===== config.mk =====
export PLATFORM = sky130hd
export DESIGN_NAME = usb_standard_request_decoder_unit
export DESIGN_NICKNAME = d
export VERILOG_FILES = /design/src/hw/rtl/usrd_pkg.sv /design/src/hw/rtl/usrd_ram.sv /design/src/hw/rtl/usrd_decode.sv /design/src/hw/rtl/usb_standard_request_decoder_unit.sv
export SDC_FILE = /design/constraint.sdc
export NUM_CORES = 1
export LEC_CHECK = 0
export ABC_AREA = 1
export BUFFER_PORTS_ARGS = -buffer_cell sky130_fd_sc_hd__buf_2
export CELL_PAD_IN_SITES_DETAIL_PLACEMENT = 0
export CELL_PAD_IN_SITES_GLOBAL_PLACEMENT = 1
export CORE_UTILIZATION = 50
export DETAILED_ROUTE_END_ITERATION = 12
export PLACE_DENSITY_LB_ADDON = 0.1
export SLEW_MARGIN = 20
export SYNTH_ARGS = -nofsm -noshare
export SYNTH_HDL_FRONTEND = slang
export SYNTH_SLANG_ARGS = --single-unit

===== constraint.sdc =====
create_clock -name clock -period 4.4 [get_ports clock]
set_input_delay 0.88 -clock clock [delete_from_list [all_inputs] [get_ports clock]]
set_output_delay 0.88 -clock clock [all_outputs]
set_load 0.005 [all_outputs]

===== src/hw/rtl/usrd_pkg.sv =====
`timescale 1ns / 1ps
// shared types, request codes and helpers of the usb standard request decoder
package usrd_pkg;

   typedef enum logic [1:0] {
      ACT_ACK     = 2'd0,
      ACT_SEND    = 2'd1,
      ACT_STALL   = 2'd2,
      ACT_WRITTEN = 2'd3
   } action_type;

   localparam logic OP_SETUP      = 1'b0;
   localparam logic OP_WRITE_SLOT = 1'b1;

   // request word is {bRequest, bmRequestType}
   localparam logic [15:0] REQ_SET_LINE_CODING   = 16'h2021;
   localparam logic [15:0] REQ_SET_CTRL_LINE     = 16'h2221;
   localparam logic [15:0] REQ_SET_ADDRESS       = 16'h0500;
   localparam logic [15:0] REQ_SET_INTERFACE     = 16'h0b01;
   localparam logic [15:0] REQ_SET_CONFIG        = 16'h0900;
   localparam logic [15:0] REQ_GET_CONFIG        = 16'h0880;
   localparam logic [15:0] REQ_GET_STATUS_DEV    = 16'h0080;
   localparam logic [15:0] REQ_GET_STATUS_EP     = 16'h0082;
   localparam logic [15:0] REQ_CLEAR_FEATURE_EP  = 16'h0102;
   localparam logic [15:0] REQ_SET_FEATURE_EP    = 16'h0302;
   localparam logic [15:0] REQ_GET_DESC_DEV      = 16'h0680;
   localparam logic [15:0] REQ_GET_DESC_IF       = 16'h0681;

   localparam logic [7:0]  DESC_TYPE_STRING      = 8'h03;
   localparam logic [15:0] CONFIG_REPLY_LENGTH   = 16'd1;
   localparam logic [15:0] STATUS_REPLY_LENGTH   = 16'd2;

   typedef enum logic [0:0] {
      ST_IDLE = 1'b0,
      ST_SCAN = 1'b1
   } state_type;

   typedef struct packed {
      logic [15:0] key;
      logic [15:0] length;
      logic [7:0]  first_byte;
   } entry_type;

   typedef struct packed {
      action_type  action;
      logic        from_descriptor;
      logic [3:0]  matched_slot;
      logic [15:0] send_length;
      logic [7:0]  reply_first;
      logic        address_update;
      logic [7:0]  new_address;
   } result_type;

   typedef struct packed {
      result_type result;
      logic       is_descriptor;
      logic       config_write;
   } decode_type;

   function automatic logic [15:0] clamp_length(input logic [15:0] len,
                                                input logic [15:0] limit);
      clamp_length = (len > limit) ? limit : len;
   endfunction

endpackage


===== src/hw/rtl/usrd_ram.sv =====
`timescale 1ns / 1ps
// generic single write port ram with registered read
module usrd_ram #(
   parameter int WIDTH = 8,
   parameter int DEPTH = 16,
   localparam int AW = (DEPTH > 1) ? $clog2(DEPTH) : 1
) (
   input  logic             clock,
   input  logic             wr_en,
   input  logic [AW-1:0]    wr_addr,
   input  logic [WIDTH-1:0] wr_data,
   input  logic [AW-1:0]    rd_addr,
   output logic [WIDTH-1:0] rd_data
);

   logic [WIDTH-1:0] mem_ff [DEPTH];
   logic [WIDTH-1:0] rd_data_ff;

   always_ff @(posedge clock) begin
      if (wr_en) begin
         mem_ff[wr_addr] <= wr_data;
      end
      rd_data_ff <= mem_ff[rd_addr];
   end

   assign rd_data = rd_data_ff;

endmodule


===== src/hw/rtl/usrd_decode.sv =====
`timescale 1ns / 1ps
// setup packet decode for every request that needs no table lookup; descriptor requests are only flagged
module usrd_decode (
   input  logic [7:0]          request_type,
   input  logic [7:0]          request_code,
   input  logic [15:0]         value,
   input  logic [15:0]         target_index,
   input  logic [15:0]         requested_length,
   input  logic [7:0]          active_configuration,
   output usrd_pkg::decode_type dec
);

   logic [15:0] word;

   assign word = {request_code, request_type};

   always_comb begin
      dec = '0;
      dec.result.action = usrd_pkg::ACT_STALL;
      case (word)
         usrd_pkg::REQ_SET_LINE_CODING,
         usrd_pkg::REQ_SET_CTRL_LINE,
         usrd_pkg::REQ_SET_INTERFACE: begin
            dec.result.action = usrd_pkg::ACT_ACK;
         end
         usrd_pkg::REQ_SET_ADDRESS: begin
            dec.result.action = usrd_pkg::ACT_ACK;
            dec.result.address_update = 1'b1;
            dec.result.new_address = value[7:0];
         end
         usrd_pkg::REQ_SET_CONFIG: begin
            dec.result.action = usrd_pkg::ACT_ACK;
            dec.config_write = 1'b1;
         end
         usrd_pkg::REQ_GET_CONFIG: begin
            dec.result.action = usrd_pkg::ACT_SEND;
            dec.result.reply_first = active_configuration;
            dec.result.send_length = usrd_pkg::clamp_length(
               usrd_pkg::CONFIG_REPLY_LENGTH, requested_length);
         end
         usrd_pkg::REQ_GET_STATUS_DEV: begin
            dec.result.action = usrd_pkg::ACT_SEND;
            dec.result.send_length = usrd_pkg::clamp_length(
               usrd_pkg::STATUS_REPLY_LENGTH, requested_length);
         end
         usrd_pkg::REQ_GET_STATUS_EP: begin
            if (target_index == 16'd0) begin
               dec.result.action = usrd_pkg::ACT_SEND;
               dec.result.send_length = usrd_pkg::clamp_length(
                  usrd_pkg::STATUS_REPLY_LENGTH, requested_length);
            end
         end
         usrd_pkg::REQ_CLEAR_FEATURE_EP,
         usrd_pkg::REQ_SET_FEATURE_EP: begin
            if (target_index == 16'd0 && value == 16'd0) begin
               dec.result.action = usrd_pkg::ACT_ACK;
            end
         end
         usrd_pkg::REQ_GET_DESC_DEV,
         usrd_pkg::REQ_GET_DESC_IF: begin
            dec.is_descriptor = 1'b1;
         end
         default: begin
            dec.result.action = usrd_pkg::ACT_STALL;
         end
      endcase
   end

endmodule


===== src/hw/rtl/usb_standard_request_decoder_unit.sv =====
`timescale 1ns / 1ps
// top level: descriptor table, request sequencing and result registers
// table writes and plain requests give their result in the cycle after accept,
//   and busy stays low, so one such transaction can be taken every cycle
// get descriptor scans the table ram one slot per cycle, with busy high for all but
//   the result cycle; the scan ends at the first empty or matching slot or the last one
// synchronous reset clears the slot present bits and the active configuration;
//   the table ram itself is not cleared, results are never stalled
module usb_standard_request_decoder_unit #(
   parameter int TABLE_ENTRIES = 16
) (
   input  logic        clock,
   input  logic        reset,
   input  logic        start,
   output logic        busy,
   input  logic        req_opcode,
   input  logic [7:0]  req_request_type,
   input  logic [7:0]  req_request_code,
   input  logic [15:0] req_value,
   input  logic [15:0] req_target_index,
   input  logic [15:0] req_requested_length,
   input  logic [3:0]  req_slot,
   input  logic        req_slot_valid,
   input  logic [15:0] req_slot_key,
   input  logic [15:0] req_slot_length,
   input  logic [7:0]  req_slot_first_byte,
   output logic        rsp_valid,
   output logic [1:0]  rsp_action,
   output logic        rsp_from_descriptor,
   output logic [3:0]  rsp_matched_slot,
   output logic [15:0] rsp_send_length,
   output logic [7:0]  rsp_reply_first,
   output logic [7:0]  rsp_reply_second,
   output logic        rsp_address_update,
   output logic [7:0]  rsp_new_address
);

   localparam int IDX_W = (TABLE_ENTRIES > 1) ? $clog2(TABLE_ENTRIES) : 1;
   localparam int ENTRY_W = $bits(usrd_pkg::entry_type);

   usrd_pkg::state_type  state_ff, state_in;
   logic [IDX_W-1:0]     chk_ff, chk_in;
   logic [15:0]          value_ff, value_in;
   logic [15:0]          rlen_ff, rlen_in;
   logic [7:0]           config_ff, config_in;
   logic [TABLE_ENTRIES-1:0] present_ff, present_in;
   logic                 rsp_valid_ff, rsp_valid_in;
   usrd_pkg::result_type rsp_ff, rsp_in;

   logic                 accept;
   logic                 slot_write;
   logic [IDX_W-1:0]     wr_addr;
   logic [IDX_W-1:0]     rd_addr;
   usrd_pkg::entry_type  wr_entry;
   usrd_pkg::entry_type  rd_entry;
   logic [ENTRY_W-1:0]   rd_bits;
   usrd_pkg::decode_type dec;
   logic [15:0]          desc_len;

   assign accept = start && !busy;
   assign busy = (state_ff != usrd_pkg::ST_IDLE);
   assign slot_write = accept && (req_opcode == usrd_pkg::OP_WRITE_SLOT) &&
                       (32'(req_slot) < TABLE_ENTRIES);
   assign wr_addr = IDX_W'(req_slot);
   assign wr_entry = '{key: req_slot_key, length: req_slot_length,
                       first_byte: req_slot_first_byte};
   // next slot is fetched while the current one is compared
   assign rd_addr = (state_ff == usrd_pkg::ST_SCAN) ? chk_ff + IDX_W'(1) : '0;
   assign rd_entry = usrd_pkg::entry_type'(rd_bits);

   usrd_ram #(
      .WIDTH (ENTRY_W),
      .DEPTH (TABLE_ENTRIES)
   ) u_table (
      .clock   (clock),
      .wr_en   (slot_write),
      .wr_addr (wr_addr),
      .wr_data (wr_entry),
      .rd_addr (rd_addr),
      .rd_data (rd_bits)
   );

   usrd_decode u_decode (
      .request_type         (req_request_type),
      .request_code         (req_request_code),
      .value                (req_value),
      .target_index         (req_target_index),
      .requested_length     (req_requested_length),
      .active_configuration (config_ff),
      .dec                  (dec)
   );

   // string descriptors report their first byte as length
   assign desc_len = (value_ff[15:8] == usrd_pkg::DESC_TYPE_STRING) ?
                     16'(rd_entry.first_byte) : rd_entry.length;

   always_comb begin
      state_in = state_ff;
      chk_in = chk_ff;
      value_in = value_ff;
      rlen_in = rlen_ff;
      config_in = config_ff;
      present_in = present_ff;
      rsp_valid_in = 1'b0;
      rsp_in = rsp_ff;
      case (state_ff)
         usrd_pkg::ST_IDLE: begin
            if (accept) begin
               if (req_opcode == usrd_pkg::OP_WRITE_SLOT) begin
                  if (slot_write) begin
                     present_in[wr_addr] = req_slot_valid;
                  end
                  rsp_in = '0;
                  rsp_in.action = usrd_pkg::ACT_WRITTEN;
                  rsp_valid_in = 1'b1;
               end else if (dec.is_descriptor) begin
                  value_in = req_value;
                  rlen_in = req_requested_length;
                  chk_in = '0;
                  state_in = usrd_pkg::ST_SCAN;
               end else begin
                  if (dec.config_write) begin
                     config_in = req_value[7:0];
                  end
                  rsp_in = dec.result;
                  rsp_valid_in = 1'b1;
               end
            end
         end
         usrd_pkg::ST_SCAN: begin
            rsp_in = '0;
            rsp_in.action = usrd_pkg::ACT_STALL;
            if (!present_ff[chk_ff]) begin
               rsp_valid_in = 1'b1;
               state_in = usrd_pkg::ST_IDLE;
            end else if (rd_entry.key == value_ff) begin
               if (desc_len != 16'd0) begin
                  rsp_in.action = usrd_pkg::ACT_SEND;
                  rsp_in.from_descriptor = 1'b1;
                  rsp_in.matched_slot = 4'(chk_ff);
                  rsp_in.send_length = usrd_pkg::clamp_length(desc_len, rlen_ff);
               end else begin
                  rsp_in.action = usrd_pkg::ACT_ACK;
               end
               rsp_valid_in = 1'b1;
               state_in = usrd_pkg::ST_IDLE;
            end else if (chk_ff == IDX_W'(TABLE_ENTRIES - 1)) begin
               rsp_valid_in = 1'b1;
               state_in = usrd_pkg::ST_IDLE;
            end else begin
               chk_in = chk_ff + IDX_W'(1);
            end
         end
         default: begin
            state_in = usrd_pkg::ST_IDLE;
         end
      endcase
   end

   always_ff @(posedge clock) begin
      if (reset) begin
         state_ff <= usrd_pkg::ST_IDLE;
         config_ff <= '0;
         present_ff <= '0;
         rsp_valid_ff <= 1'b0;
      end else begin
         state_ff <= state_in;
         config_ff <= config_in;
         present_ff <= present_in;
         rsp_valid_ff <= rsp_valid_in;
      end
   end

   always_ff @(posedge clock) begin
      chk_ff <= chk_in;
      value_ff <= value_in;
      rlen_ff <= rlen_in;
      rsp_ff <= rsp_in;
   end

   assign rsp_valid = rsp_valid_ff;
   assign rsp_action = rsp_ff.action;
   assign rsp_from_descriptor = rsp_ff.from_descriptor;
   assign rsp_matched_slot = rsp_ff.matched_slot;
   assign rsp_send_length = rsp_ff.send_length;
   assign rsp_reply_first = rsp_ff.reply_first;
   assign rsp_reply_second = 8'h00;
   assign rsp_address_update = rsp_ff.address_update;
   assign rsp_new_address = rsp_ff.new_address;

endmodule


==> key figures, run 1 <==
Clock network
  – Clock Path Buffers: 3
  – H-Tree Depth: 3
  – Clock root buffer: clkbuf_16
  – Worst-Skew Late Latency: 0.64 ns
  – Post-CTS Setup Bufs: 0
  – Clock-pin slew on the worst setup and hold paths: 0.06 ns
  – Cts hold-fix bufs: 0
  – Clock Sinks: ~800
  – CTS resizes: 0
  – Cts bufs inserted: 81
  – CTS tree: built

Setup path
  – Startpoint types: flip-flop
  – CP cell instances: clkinv_2 > nand2_4 > inv_8 > buf_4 > buf_4 > nor2_1 > o221ai_1 > o211ai_1 > o21ai_1
  – Kind of critical path: reg -> reg
  – Slowest CP cell: inv_8
  – Critical Path Most Common Cell: buf_4
  – Crit path largest cell delay: 0.55 ns
  – CP top delay family: buffers and inverters
  – Worst Path Buf+Inv: 4
  – CP arrival: 3.56 ns
  – Crit path required time: 4.94 ns
  – CP Max Fanout: about 150
  – Crit path capture type: flip-flop

Synthesis
  – Area share of the largest cell type after synthesis: 69.1%
  – Ranking of synthesized cells by area: edfxtp_1, nor2_1, o21ai_0
  – Top cells by count, synth: edfxtp_1, nor2_1, o21ai_0
  – Synth area leader: edfxtp_1
  – Ys Warns: 0
  – Most common cell in the synthesized netlist: edfxtp_1
  – FF+latch count, synth: 782
  – Post-Synthesis Cells: roughly 2500
  – Share of the yosys chip area belonging to registers: 73.4%
  – Synth Cell Area: a little over 30000 µm²
  – Avg Inst Size Synth: 12.5 µm²
  – Ys flop type: edfxtp_1
  – Yosys cell types: 38
  – Async set or reset register ratio after synthesis: 0%
  – EDFF count, synth: a little over 700

STA
  – Setup TNS: 0 ns
  – Worst slew pin tran: 1.12 ns
  – Max Transition Viols Final: 0
  – Fmax achieved: 332 MHz
  – RSZ-0062 raised after global routing: false
  – Clock Skew: ~0.024 ns
  – Final hold vios: 0
  – # setup viols final: 0
  – Clock period minus worst slack: 3.02 ns
  – Rel. slew slack: 25.3%
  – Period utilization: 68.5%

Drt
  – Vias per cell: 5.76
  – Wl on met1: 34700 µm
  – Final ANT Viol Nets: 0
  – Vias: just over 20000
  – Highest routed layer: met5
  – Pre-Repair DR Iteration Count: 5
  – DRT iter0 DRCs: between 2000 and 2500
  – Drc violations: 0
  – Average wire per standard cell: 23.3 µm
  – Final wirelength: 82600 µm
  – Met2 Routed Length: 39700 µm
  – DR WL met3: around 5500 µm

Floorplanning
  – Initial core utilization: 50.5%
  – IO Pins: ~160
  – Total number of placement rows: 91
  – Core area: roughly 62000 µm²
  – Die width: between 200 and 300 µm
  – Total die area: 63200 µm²
  – Chip height: roughly 250 µm

Pwr
  – Pwr/cell area: 430 nW/µm²
  – Worst vdd ir: 0.316 mV
  – Leakage: 0.0124 µW

Placed design
  – Port Buffer Count: roughly 150
  – HPWL after DPL: 47400 µm
  – Post-place instance area: approximately 33000 µm²
  – Gpl congestion: 0.865

Cells and area
  – Layout cells sized above 1: approximately 14%
  – # fillers: ~5000
  – Nets: about 2800
  – Area Overhead vs Synth: 14.5%
  – Final Instance Area: ~36000 µm²

Outcome
  – Status: completed

Global routing
  – Global-route wire length before repair: 123000 µm
  – Vias in the first global route: 19900
  – GRT overflow: 0
  – Pin count of the biggest net entering global routing: 161
  – Tot GR Track Use: 26.2%
  – Initial antenna violation count: 7

Min path
  – Min-Delay Path Class: in -> reg

Flow run
  – Max Cap Viol: 0
==> kinds of logic after synthesis <==
| group | after synthesis | share of synthesized area [%] |
|---|---|---|
| simple gates | 791 | 10.6 |
| compound gates | 629 | 11.4 |
| xor+xnor | 11 | 0.310 |
| flops | 782 | 73.4 |
| fa+ha+maj | 17 | 0.684 |
| buf+inv | 265 | 3.59 |
| other cells | 1 | 0.0121 |
==> layout make-up <==
class                      count  area [µm²]  share of cell area [%]
antenna                        3        7.51                  0.0211
clock buffer                 119        2290                    6.43
clock inverter                31         380                    1.07
inverter                     117         453                    1.27
multi-input combinational   1456        7340                    20.6
sequential                   782       22800                    64.1
tap                          837        1050                    2.94
timing repair buffer         201        1290                    3.61
==> layout by cell type, fill, tap and decap left out, types with 3 or more instances in the layout <==
master     count
a21oi_1       22
buf_12        13
buf_2        154
buf_4         34
bufinv_16      7
clkbuf_1      27
clkbuf_16     82
clkbuf_8      10
clkinv_1       7
clkinv_2      13
conb_1         8
dfxtp_1       66
diode_2        3
edfxtp_1     716
ha_1          17
inv_1        108
inv_2          3
inv_6          3
nand2_1      137
nand2_2        3
nand2_4       13
nand3_1       49
nand3b_1       7
nand4_1       16
nor2_1       508
nor2_2        11
nor2_4        18
nor3_1        22
o211ai_1       7
o21ai_0      391
o21ai_1       35
o221ai_1      62
o22ai_1      110
xor2_1        11
==> registers in the layout, indices dropped and copies added, names as in the netlist <==
| name | cells |
|---|---|
| rsp_reply_first | 8 |
| present_ff | 16 |
| rsp_send_length | 16 |
| rsp_address_update | 1 |
| rsp_action | 2 |
| rsp_matched_slot | 4 |
| chk_ff | 4 |
| u_table.mem_ff | 640 |
| rlen_ff | 16 |
| rsp_from_descriptor | 1 |
| value_ff | 16 |
| rsp_new_address | 8 |
| config_ff | 8 |
| busy | 1 |
| rsp_valid | 1 |
| u_table.rd_data | 40 |
==> metrics by stage <==
stage	cells	setup WS (ns)	total power, µW	hold WS [ns]	utilization [%]
2_1_floorplan	2503	0.329	8420	0.429	-
3_3_place_gp	3393	1.11	8610	0.440	53.5
5_1_grt	3544	1.22	15700	0.431	57.8
6_report	3546	1.38	15300	0.436	57.8
4_1_cts	3543	1.45	15400	0.412	57.8
3_5_place_dp	3393	1.08	8620	0.446	53.5
==> where the power goes <==
group,leakage (µW),total [µW],switching (µW),internal [µW]
Sequential,0.00705,8180,14.5,8160
Clock,0.00130,6870,2830,4040
Combinational,0.00406,286,215,71.1
Total,0.0124,15300,3060,12300
==> final timing paths <==
path	startpoint	end	slack, ns	cells after the start
worst min-delay path	reset	busy	0.44	2
worst min register to register	config_ff[3]	config_ff[3]	0.45	2
worst max register to register	chk_ff[0]	u_table.rd_data[30]	1.38	9
worst max-delay path	chk_ff[0]	u_table.rd_data[30]	1.38	9
==> routing by layer <==
layer  up-vias  track usage [%]
met1     10100             35.1
met2       821             43.3
met4         2             9.55
met3       169             4.22
met5         -                0
li1       9344                -
(Power assumes the default switching activity.)
==> run 2: changes to the inputs <==
CORE_UTILIZATION = 45   (was 50)
clock period = 2.6 ns   (was 4.4 ns; I/O delays follow)
==> run 2 against run 1 <==
Sequential power up 69%. Global-route usage is 1.3 points lower. Via count rose by 1.3%. Sequential share of layout area down 2.6 points. Count of clock-buffer cells in the layout is 10 lower. Cell count grew 3.4%. Clock power increased by 67%. Critical path depth decreased by 3.
==> key figures, run 2 (same netlist as run 1, synthesis figures left out) <==
Pwr
  – Pwr/cell area: 695 nW/µm²
  – Leakage: 0.0129 µW
  – Total power: ~26000 µW
  – Worst vdd ir: around 0.54 mV

STA
  – Fmax achieved: 394 MHz
  – Final hold vios: 0
  – # setup viols final: 0
  – Rel. slew slack: between 10% and 20%
  – Clock period minus worst slack: about 2.5 ns
  – Clock Skew: 0.0305 ns
  – Setup slack after layout: 0.0643 ns
  – Worst slew pin tran: 1.25 ns
  – Max Transition Viols Final: 0
  – RSZ-0062 raised after global routing: true
  – Period utilization: slightly below 100%

Placed design
  – Port Buffer Count: approximately 150
  – Setup slack at placement: -0.143 ns
  – Gpl congestion: 0.828
  – HPWL after DPL: 49800 µm

Drt
  – DRT iter0 DRCs: 2096
  – Average wire per standard cell: 23.8 µm
  – Final wirelength: 87400 µm
  – Pre-Repair DR Iteration Count: 5
  – Vias: 20700
  – Vias per cell: 5.64
  – Final ANT Viol Nets: 0
  – Drc violations: 0

Floorplanning
  – Core area: 68500 µm²
  – IO Pins: ~160
  – Die width: 265 µm
  – Chip height: 265 µm
  – Total number of placement rows: 96
  – Total die area: 70200 µm²
  – Initial core utilization: 45.4%

Global routing
  – GRT overflow: 0
  – Pin count of the biggest net entering global routing: 161
  – Vias in the first global route: 20100
  – Initial antenna violation count: 13
  – Global-route wire length before repair: 129000 µm
  – Tot GR Track Use: 24.9%

Outcome
  – Status: completed

Cells and area
  – Layout cells sized above 1: 18.4%
  – Area Overhead vs Synth: 19.4%
  – Commonest non-fill, non-tap cell in the layout: edfxtp_1
  – Most flop-heavy register: u_table.mem_ff
  – Commonest cells after routing, fill and taps aside: edfxtp_1, nor2_1, o21ai_0
  – Nets: 2846
  – # fillers: 5769
  – Number of flip-flops in the largest register: 640

Setup path
  – Crit path capture type: flip-flop
  – Kind of critical path: reg -> reg
  – Crit path required time: 3.15 ns
  – CP arrival: 3.08 ns
  – Worst r2r path cells: 6
  – Startpoint types: flip-flop
  – CP Max Fanout: 160

Clock network
  – Clock-pin slew on the worst setup and hold paths: approximately 0.07 ns
  – Clock Sinks: 782
  – CTS tree: built
  – Cts bufs inserted: 84
  – Clock Path Buffers: 3
  – Clock root buffer: clkbuf_16
  – H-Tree Depth: 3
  – Worst-Skew Late Latency: 0.63 ns

Min path
  – Hold path depth: 2
  – Min-Delay Path Class: in -> reg

Flow run
  – Max Cap Viol: 0
run 2: changes by cell type in the layout (fill, tap and decap cells not counted), sizes merged:
cell,previous run,this run
nand2,153,154
inv,118,117
clkinvlp,2,5
clkbuf,119,109
bufinv,7,4
buf,201,274
clkinv,21,33
run 2: cell type report:
| type | instances | area [µm²] | area share [%] |
|---|---|---|---|
| multi-input cells | 1457 | 7640 | 20.6 |
| clock buffers | 109 | 2290 | 6.16 |
| flip-flops and latches | 782 | 22800 | 61.5 |
| well taps | 882 | 1100 | 2.97 |
| inverters | 117 | 463 | 1.25 |
| repair buffers | 274 | 2450 | 6.61 |
| clock inverters | 42 | 359 | 0.967 |
| diodes | 3 | 7.51 | 0.0202 |
run 2: worst paths after layout:
path / slack, ns / endpoint / start
setup / recovery: 0.06 / u_table.rd_data[13] / chk_ff[0]
hold reg to reg: 0.46 / config_ff[1] / config_ff[1]
setup reg to reg: 0.06 / u_table.rd_data[13] / chk_ff[0]
hold / removal: 0.08 / busy / reset
run 2: per-stage QoR:
step / utilization [%] / hold slack [ns] / TNS [ns] / std cells / cell area [µm²]
final: 54.2 / 0.0818 / 0 / 3666 / 37100
after global routing: 54.2 / 0.0567 / -0.643 / 3664 / 37100
after CTS: 53.7 / 0.0404 / 0 / 3656 / 36800
after detailed placement: 49.8 / 0.450 / -0.921 / 3505 / 34100
after global placement: 49.8 / 0.443 / -0.561 / 3505 / 34100
after floorplan: - / 0.429 / -101.52 / 2503 / 31200
run 2: per-layer routing:
metal | global-route usage (%) | routed length, µm
met3 | 3.98 | 5330
met1 | 34.6 | 38000
met4 | 7.87 | 2630
met2 | 40.2 | 41400
met5 | 0 | 37
run 2: power breakdown:
part	leakage, µW	internal, µW	switching (µW)
combinational	0.00458	138	357
sequential	0.00705	13800	24.6
clock	0.00128	6620	4850
total	0.0129	20600	5230
run 2: critical path, stage by stage, from the launching register on:
cell and delay, ns:
edfxtp_1 0.49, buf_12 0.42, o21ai_0 0.22, o22ai_1 0.20, o21ai_0 0.09, o22ai_1 0.28
buf_4 0.23
run 2: timing repair:
| item | in CTS | in global routing |
|---|---|---|
| cloned | 0 | 2 |
| hold buffers | 0 | 0 |
| pin swaps | 0 | 11 |
| resized for setup | 5 | 78 |
| setup buffers | 0 | 5 |
| endpoints found under the setup margin | 17 | 16 |
==> run 3: changes to the inputs <==
CORE_UTILIZATION = 44   (was 45)
SYNTH_HIERARCHICAL = 1   (was not set)
==> run 3 against run 2 <==
Count of clock-buffer cells in the layout increased by 14. Sequential share of layout area decreased by 5.2 points. Die area is 14% higher. Fmax is 1.3% lower. Non-clock buffer count did not move. Total power is 4.4% higher. Synthesized cell count grew 39%. Cell count up 31%. Clock skew fell by 0.014 ns. Synthesized area increased by 11%. Critical path depth rose by 9.
==> key figures, run 3 <==
Placed design
  – Post-place instance area: 37300 µm²
  – Gpl congestion: 0.854
  – Port Buffer Count: 154
  – Placed cell count: 4641
  – HPWL after DPL: 54800 µm

Setup path
  – Reg-to-Reg Start: value_ff[10]
  – CP arrival: just under 3 ns
  – Crit path from: value_ff[10]
  – RR Endpoint: rsp_send_length[12]
  – Crit path required time: slightly below 3 ns
  – Startpoint types: flip-flop
  – CP Max Fanout: 8
  – Slowest CP cell: edfxtp_1
  – Worst Path Buf+Inv: 3
  – Crit path capture type: flip-flop
  – WP depth: 15
  – CP Capture Point: rsp_send_length[12]
  – CP cell instances: inv_1 > nand2_2 > nor2_4 > nand2_4 > clkinv_8 > nor2_4 > ha_4 > nand2_2 > nor4_4 > nand3_4 > buf_8 > nand3_1 > nand2_1 > nand2_1 > nand2_1
  – Crit path largest cell delay: 0.38 ns
  – CP top delay family: simple AND/OR/NAND/NOR gates
  – Critical Path Most Common Cell: nand2_1
  – R2R Setup Slk: 0.03 ns
  – Kind of critical path: reg -> reg
  – Worst r2r path cells: 15

Cells and area
  – Layout Utilization: roughly 52%
  – Most flop-heavy register: u_table/mem_ff
  – Layout cells sized above 1: 13.8%
  – Final Instance Area: 40500 µm²
  – Commonest non-fill, non-tap cell in the layout: nand2_1
  – Area Overhead vs Synth: 17.0%
  – Nets: 3827
  – Commonest cells after routing, fill and taps aside: nand2_1, edfxtp_1, inv_1
  – Finished Layout Cells: around 4800
  – Number of flip-flops in the largest register: 640

Drt
  – Final wirelength: 92000 µm
  – Pre-Repair DR Iteration Count: 5
  – Drc violations: 0
  – Vias per cell: 4.91
  – Average wire per standard cell: 19.1 µm
  – DRT iter0 DRCs: around 1700
  – Vias: 23600
  – Final ANT Viol Nets: 0

Pwr
  – Leakage: about 0.017 µW
  – Pwr/cell area: 664 nW/µm²
  – Comb power frac: approximately 2.2%
  – Seq pwr share: 51.5%
  – Clock power frac: 46.4%
  – Sw Share: 19.9%
  – P_int: between 20000 and 25000 µW
  – Sw power: roughly 5400 µW
  – Worst vdd ir: 0.523 mV

Synthesis
  – Top cells by count, synth: nand2_1, edfxtp_1, inv_1
  – Avg Inst Size Synth: 9.96 µm²
  – Async set or reset register ratio after synthesis: 0%
  – Share of the yosys chip area belonging to registers: 65.8%
  – Ys flop type: edfxtp_1
  – EDFF count, synth: 716
  – Ranking of synthesized cells by area: edfxtp_1, nand2_1, nand3_1
  – Most common cell in the synthesized netlist: nand2_1
  – Synth area leader: edfxtp_1
  – Post-Synthesis Cells: 3481
  – Synth Cell Area: approximately 35000 µm²
  – FF+latch count, synth: between 700 and 800
  – Ys Warns: 6
  – Yosys cell types: 40
  – Area share of the largest cell type after synthesis: 62.0%

Global routing
  – Pin count of the biggest net entering global routing: 84
  – Initial antenna violation count: 11
  – Tot GR Track Use: a little under a quarter
  – Vias in the first global route: 22300
  – GRT overflow: 0
  – Global-route wire length before repair: 137000 µm

STA
  – Final hold vios: 0
  – Rel. slew slack: 62.3%
  – Period utilization: 98.8%
  – Clock period minus worst slack: 2.57 ns
  – Setup TNS: 0 ns
  – # setup viols final: 0
  – Worst slew pin tran: 0.566 ns
  – Fmax achieved: 389 MHz
  – Max Transition Viols Final: 0
  – Hold WS: 0.0840 ns
  – RSZ-0062 raised after global routing: true
  – Clock Skew: around 0.016 ns

Clock network
  – Clock Path Buffers: 3
  – Worst-Skew Late Latency: 0.63 ns
  – Cts bufs inserted: between 80 and 90
  – CTS tree: built
  – H-Tree Depth: 3
  – Clock Sinks: 782
  – Cts hold-fix bufs: 0
  – Clock root buffer: clkbuf_16
  – Clock-pin slew on the worst setup and hold paths: 0.06 ns

Floorplanning
  – IO Pins: 163
  – Initial core utilization: 44.6%
  – Chip height: 283 µm
  – Total die area: roughly 80000 µm²
  – Core area: 77700 µm²
  – Total number of placement rows: ~100
  – Die width: 283 µm

Flow run
  – Max Cap Viol: 0

Outcome
  – Status: completed

Min path
  – Min-Delay Path Class: in -> reg
[run 3: cell count changes after synthesis, moves of 33 or more]
| cell | delta |
|---|---|
| o221ai_1 | -62 |
| nand2_1 | +908 |
| nand3_1 | +477 |
| o22ai_1 | -110 |
| inv_1 | +536 |
| nor2_1 | -386 |
| clkbuf_1 | -70 |
| buf_4 | +33 |
| o21ai_0 | -370 |
[run 3: logic make-up after synthesis]
| logic type | count (synthesis) | share of synthesized area [%] |
|---|---|---|
| and+or+nand+nor | 1768 | 21.7 |
| xor gates and xnor gates | 7 | 0.177 |
| adders and majority gates | 17 | 0.614 |
| DFF | 782 | 65.8 |
| buffers and inverters | 829 | 10.3 |
| AOI/OAI and AO/OA | 76 | 1.34 |
| other | 2 | 0.0217 |
[run 3: area by class of cell]
| type | instances | area, µm² |
|---|---|---|
| repair buffers | 274 | 2210 |
| clock buffers | 123 | 2500 |
| multi-input cells | 1896 | 8800 |
| clock inverters | 39 | 428 |
| well taps | 1040 | 1300 |
| diodes | 3 | 7.51 |
| inverters | 655 | 2480 |
| fillers | 6979 | 37200 |
| flip-flops and latches | 782 | 22800 |
[run 3: how the worst min path moves through the flow]
stage,depth (start not counted),to,slack [ns],start
6_report,1,rlen_ff[5],0.08,req_requested_length[5]
5_1_grt,1,rlen_ff[5],0.05,req_requested_length[5]
4_1_cts,1,rlen_ff[5],0.04,req_requested_length[5]
3_5_place_dp,2,present_ff[0],0.45,present_ff[0]
3_3_place_gp,2,present_ff[0],0.45,present_ff[0]
2_1_floorplan,2,present_ff[0],0.43,present_ff[0]
[run 3: routing by layer]
metal | vias up | track usage, % | part of all wire [%]
met3 | 152 | 3.68 | 5.2
met2 | 605 | 38.0 | 48
met5 | - | 0 | 0.080
li1 | 11600 | - | -
met1 | 11300 | 31.6 | 45
met4 | 8 | 6.64 | 2.6
[run 3: metrics by stage]
step / setup WS, ns / power [µW]
final: 0.0299 / 26900
after global routing: -0.124 / 27800
after CTS: 0.000913 / 27200
after detailed placement: 0.0176 / 14700
after global placement: 0.0526 / 14700
after floorplan: -0.588 / 14300
[run 3: power by group through the flow]
stage / clock (µW) / combinational, µW / sequential [µW]
after floorplan: 0 / 218 / 14100
after global placement: 0 / 572 / 14100
after detailed placement: 0 / 587 / 14100
after CTS: 12800 / 590 / 13900
after global routing: 13300 / 658 / 13900
final: 12500 / 583 / 13900
[run 3: timing repair]
item | CTS | global route
endpoints found under the setup margin | 0 | 16
setup buffers | 0 | 5
resized for setup | 0 | 65
